$ cat src/design/stbs_pkg.sv
// ----------------------------------------------------------------------------
// stbs_pkg: shared definitions for the sorted table binary search core
// Widths, result status codes, request codes and the probe step flags.
// ----------------------------------------------------------------------------
package stbs_pkg;

	localparam int TableDepthDefault = 1024;
	localparam int KeyW              = 32;
	localparam int StatusW           = 2;
	localparam int IndexW            = 10;

	localparam logic REQ_APPEND = 1'b0;
	localparam logic REQ_SEARCH = 1'b1;

	localparam logic [StatusW-1:0] STATUS_APPENDED = 2'd0;
	localparam logic [StatusW-1:0] STATUS_FULL     = 2'd1;
	localparam logic [StatusW-1:0] STATUS_FOUND    = 2'd2;
	localparam logic [StatusW-1:0] STATUS_MISSING  = 2'd3;

	// Outcome of one probe of the search.
	typedef struct packed {
		logic hit;        // probed key equals the searched key
		logic exhausted;  // no match and the search window is now empty
	} step_flags_t;

endpackage

$ cat src/design/stbs_probe_step.sv
// ----------------------------------------------------------------------------
// stbs_probe_step: one binary search probe
// Compares the probed key with the target and narrows the half-open window
// [left, hi), then forms the midpoint of the narrowed window.
// ----------------------------------------------------------------------------
module stbs_probe_step #(
	parameter int AW = 10,
	parameter int CW = 11
) (
	input  logic [CW-1:0]                   left,
	input  logic [CW-1:0]                   hi,
	input  logic [AW-1:0]                   mid,
	input  logic signed [stbs_pkg::KeyW-1:0] probe,
	input  logic signed [stbs_pkg::KeyW-1:0] target,
	output stbs_pkg::step_flags_t           flags,
	output logic [CW-1:0]                   next_left,
	output logic [CW-1:0]                   next_hi,
	output logic [AW-1:0]                   next_mid
);

	logic          go_right;
	logic [CW-1:0] mid_ext;
	logic [CW-1:0] span_half;

	assign mid_ext  = CW'(mid);
	assign go_right = probe < target;

	// Probe below the target moves the window above mid, otherwise below it.
	assign next_left = go_right ? (mid_ext + CW'(1)) : left;
	assign next_hi   = go_right ? hi : mid_ext;

	assign flags.hit       = (probe == target);
	assign flags.exhausted = !flags.hit && !(next_left < next_hi);

	// Same midpoint as left + floor((right - left) / 2) with right = hi - 1.
	assign span_half = (next_hi - next_left - CW'(1)) >> 1;
	assign next_mid  = AW'(next_left + span_half);

endmodule

$ cat config.mk
export PLATFORM = sky130hd
export DESIGN_NAME = stbs_probe_step
export DESIGN_NICKNAME = d
export VERILOG_FILES = /design/src/design/stbs_pkg.sv /design/src/design/stbs_probe_step.sv
export SDC_FILE = /design/constraint.sdc
export NUM_CORES = 1
export LEC_CHECK = 0
export BUFFER_PORTS_ARGS = -buffer_cell sky130_fd_sc_hd__buf_2
export CORE_AREA = 2 2 77 79
export DETAILED_ROUTE_END_ITERATION = 10
export DIE_AREA = 0 0 79 81
export PLACE_DENSITY = 0.92
export SYNTH_ARGS = -nofsm -noshare
export SYNTH_HDL_FRONTEND = slang
export SYNTH_SLANG_ARGS = --single-unit
$ cat constraint.sdc
create_clock -name vclk -period 7.6
set_input_delay 0.38 -clock vclk [all_inputs]
set_output_delay 0.38 -clock vclk [all_outputs]
set_load 0.005 [all_outputs]
==> summary.json <==
{
  "global_route": {
    "grt_max_degree": 33,
    "gr-usage-all-layers_pct": 21.0,
    "grt-ovfl-total": 0,
    "antenna_found_initial": 0,
    "grt_pass1_wl_um": 11500,
    "grt_pass1_vias": 2808
  },
  "timing": {
    "rsz_0062_raised_after_global_routing": "no",
    "max_slew_margin_pct": 35.1,
    "period_share_pct": 83.8,
    "fin_tns_setup_ps": 0,
    "worst_pin_slew_ps": 974,
    "setup_violations": 0,
    "final_max_slew_viol_count": 0,
    "timing.final.hold_violations": 0,
    "max_clock_freq_mhz": 157,
    "layout_min_cycle_time_ps": 6370
  },
  "synth": {
    "post_synth_instance_area_um2": 2690,
    "post_synth.cell_area_avg_um2": 6.94,
    "top_post_synthesis_cells_by_area": "ha_1 26%, inv_1 9.1%, xnor2_1 5.5%, a21oi_1 5.4%, nand2_1 4.3%",
    "synth_cell_type_count": 58,
    "synth_warnings": 0,
    "yosysTopAreaCellShare_pct": 26.1,
    "synth.yosys.seq_area_share_pct": 0,
    "yosysTopAreaCell": "ha_1",
    "synthesis.nets": 540,
    "synth_cells": 387
  },
  "status": {
    "outcome": "finished clean"
  },
  "floorplanning": {
    "core_area_um2": 5680,
    "die-width_um": 79,
    "fp.dieArea_um2": 6400,
    "std_cell_rows": 28,
    "io_pins": 130,
    "initial_utilization_pct": 47.3,
    "die_h_um": 81
  },
  "routing": {
    "routed-via-count": 3093,
    "post_drt_wl_per_cell_um": 12.2,
    "dr.first_iter.drc_count": 83,
    "detail_route.first_pass.iterations": 5,
    "route.final.wire_length_um": 7100,
    "route.detailed.vias_per_inst": 5.31,
    "remaining_routing_drc_violations": 0,
    "antenna_left": 0
  },
  "critical_path": {
    "cp_max_fo": 32,
    "timing.critical_path.slowest_stage_cell": "o32ai_4",
    "cp.arrival_ps": 5990,
    "worstSetupStartpointType": "primary input",
    "timing.setup.critical_path_class": "primary input to output port",
    "critPathRequiredTime_ps": 7220,
    "timing.critical_path.to_type": "output port",
    "max_stage_delay_ps": 870,
    "path_cells": "buf_2 > ha_1 > a21oi_1 > nand2_1 > a221oi_2 > a31oi_2 > o32ai_4 > buf_4 > mux2i_1 > ha_1 > inv_1 > nor4b_1 > o21ai_0 > nand4_1 > a21oi_1 > o21bai_1 > a21oi_1 > xnor2_1 > ha_1 > and3_1 > a211o_1 > a21oi_2 > xnor2_1 > buf_2"
  },
  "cells_and_area": {
    "layout.clock_buffers": 0,
    "diodes": 0,
    "design_area_um2": 3390,
    "num-nets-final": 662,
    "nFlopsAndLatches": 0,
    "area_delta_synth_final_pct": 26.2,
    "layout.area.seq_um2": 0,
    "final_layout_size_suffix_gt1_share_pct": 29.2
  },
  "clock_tree": {
    "ctsHoldBuffers": 0,
    "post-cts-setup-buffers": 0,
    "cts_repair_resize_count": 0
  },
  "placed_design": {
    "dp.final_hpwl_um": 6220,
    "numPortBuffers": 130,
    "routability_congestion_estimate": 0.868,
    "postPlaceCellArea_um2": 3390
  },
  "pwr": {
    "power.ir.vdd_worst_v": 0.000141,
    "finalPower_uw": 529,
    "p_per_area_nw_per_um2": 156,
    "leakage_uw": 0.00192
  },
  "min_path": {
    "min-delay-path-class": "primary input to output port"
  },
  "run": {
    "maxCapViolations": 0
  }
}
==> path summary, 6_finish.rpt <==
| kind | cells after the start | from | slack, ps | endpoint |
|---|---|---|---|---|
| max | 24 | probe[14] | 1230 | next_mid[9] |
| min | 4 | hi[10] | 1040 | next_hi[10] |
==> per-layer routing <==
layer | GRT usage [%] | up-vias | share of wire, %
met4 | 2.59 | 0 | 0.54
met1 | 24.3 | 1384 | 42
met2 | 41.7 | 116 | 50
li1 | - | 1589 | -
met5 | 0 | - | 0
met3 | 2.78 | 4 | 6.9
==> Yosys cell counts (2+ instances only) <==
| master | n |
|---|---|
| inv_1 | 65 |
| ha_1 | 56 |
| nand2_1 | 31 |
| nor2_1 | 31 |
| a21oi_1 | 29 |
| xnor2_1 | 17 |
| o21ai_0 | 13 |
| nand3_1 | 12 |
| mux2i_1 | 11 |
| xor2_1 | 10 |
| a21o_1 | 7 |
| clkbuf_1 | 7 |
| nand2b_1 | 7 |
| mux2_2 | 6 |
| nand4_1 | 6 |
| nor3_1 | 6 |
| and3_1 | 5 |
| nor2b_1 | 4 |
| o21a_1 | 4 |
| a21boi_0 | 3 |
| a221oi_1 | 3 |
| and2_1 | 3 |
| and4_1 | 3 |
| nand3b_1 | 3 |
| o311ai_0 | 3 |
| a31oi_1 | 2 |
| and3b_1 | 2 |
| buf_2 | 2 |
| mux4_2 | 2 |
| nor4_1 | 2 |
| o211ai_1 | 2 |
| o21bai_1 | 2 |
| o311ai_1 | 2 |
| or3_1 | 2 |
==> through the flow <==
| step | worst slack, ps | std cells | utilization (%) | hold slack [ps] |
|---|---|---|---|---|
| floorplan | 1640 | 387 | - | 827 |
| detailed placement | 1250 | 582 | 59.7 | 1040 |
| finish | 1230 | 582 | 59.7 | 1040 |
| global placement | 1480 | 582 | 59.7 | 1040 |
| global route | 680 | 582 | 59.7 | 1070 |
| CTS | 1240 | 582 | 59.7 | 1050 |
==> worst max-delay path, delay by kind of cell <==
family | cells | cell delay, ps
compound gates | 10 | 2780
fa+ha+maj | 3 | 950
buf+inv | 4 | 840
simple gates | 4 | 480
mux | 1 | 290
xor+xnor | 2 | 280
==> layout by cell type (no fill, tap or decap), drive strengths merged, types with 2 or more instances in the layout <==
cell and count:
and4 3, nand3b 3, o21bai 3, o21a 4, nor2 31, o221ai 2
a21boi 3, o311ai 5, nand2b 7, mux4 2, or3 2, mux2 6
o21ai 14, a21oi 30, and3 5, buf 131, nor3 6, and2 3
mux2i 11, xor2 10, nor4 2, inv 65, or2 2, xnor2 17
ha 56, nand2 31, a31oi 3, o211ai 2, and3b 2, nand3 12
a221oi 4, nor2b 4, a21o 7, nand4 6
==> kinds of logic (layout without fill, tap and decap cells) <==
group | count (synthesis) | count (layout) | synth area share [%]
buffers and inverters | 76 | 196 | 10.9
adder cells (fa/ha/maj) | 58 | 58 | 27.3
AND/OR/NAND/NOR | 123 | 123 | 23.1
XOR/XNOR | 27 | 27 | 8.81
multiplexers | 19 | 19 | 8.29
AO/OA/AOI/OAI | 84 | 84 | 21.7
==> power by group <==
group	switching [uW]	internal, uW	total [uW]
Sequential	0	0	0
Combinational	278	251	529
Clock	0	0	0
Total	278	251	529
==> cell type report <==
| type | instances | area (um^2) |
|---|---|---|
| Multi-Input combinational cell | 311 | 2390 |
| Fill cell | 517 | 2290 |
| Timing Repair Buffer | 131 | 658 |
| Inverter | 65 | 244 |
| Tap cell | 75 | 93.8 |
No activity file was read; power rests on OpenSTA's default activity.
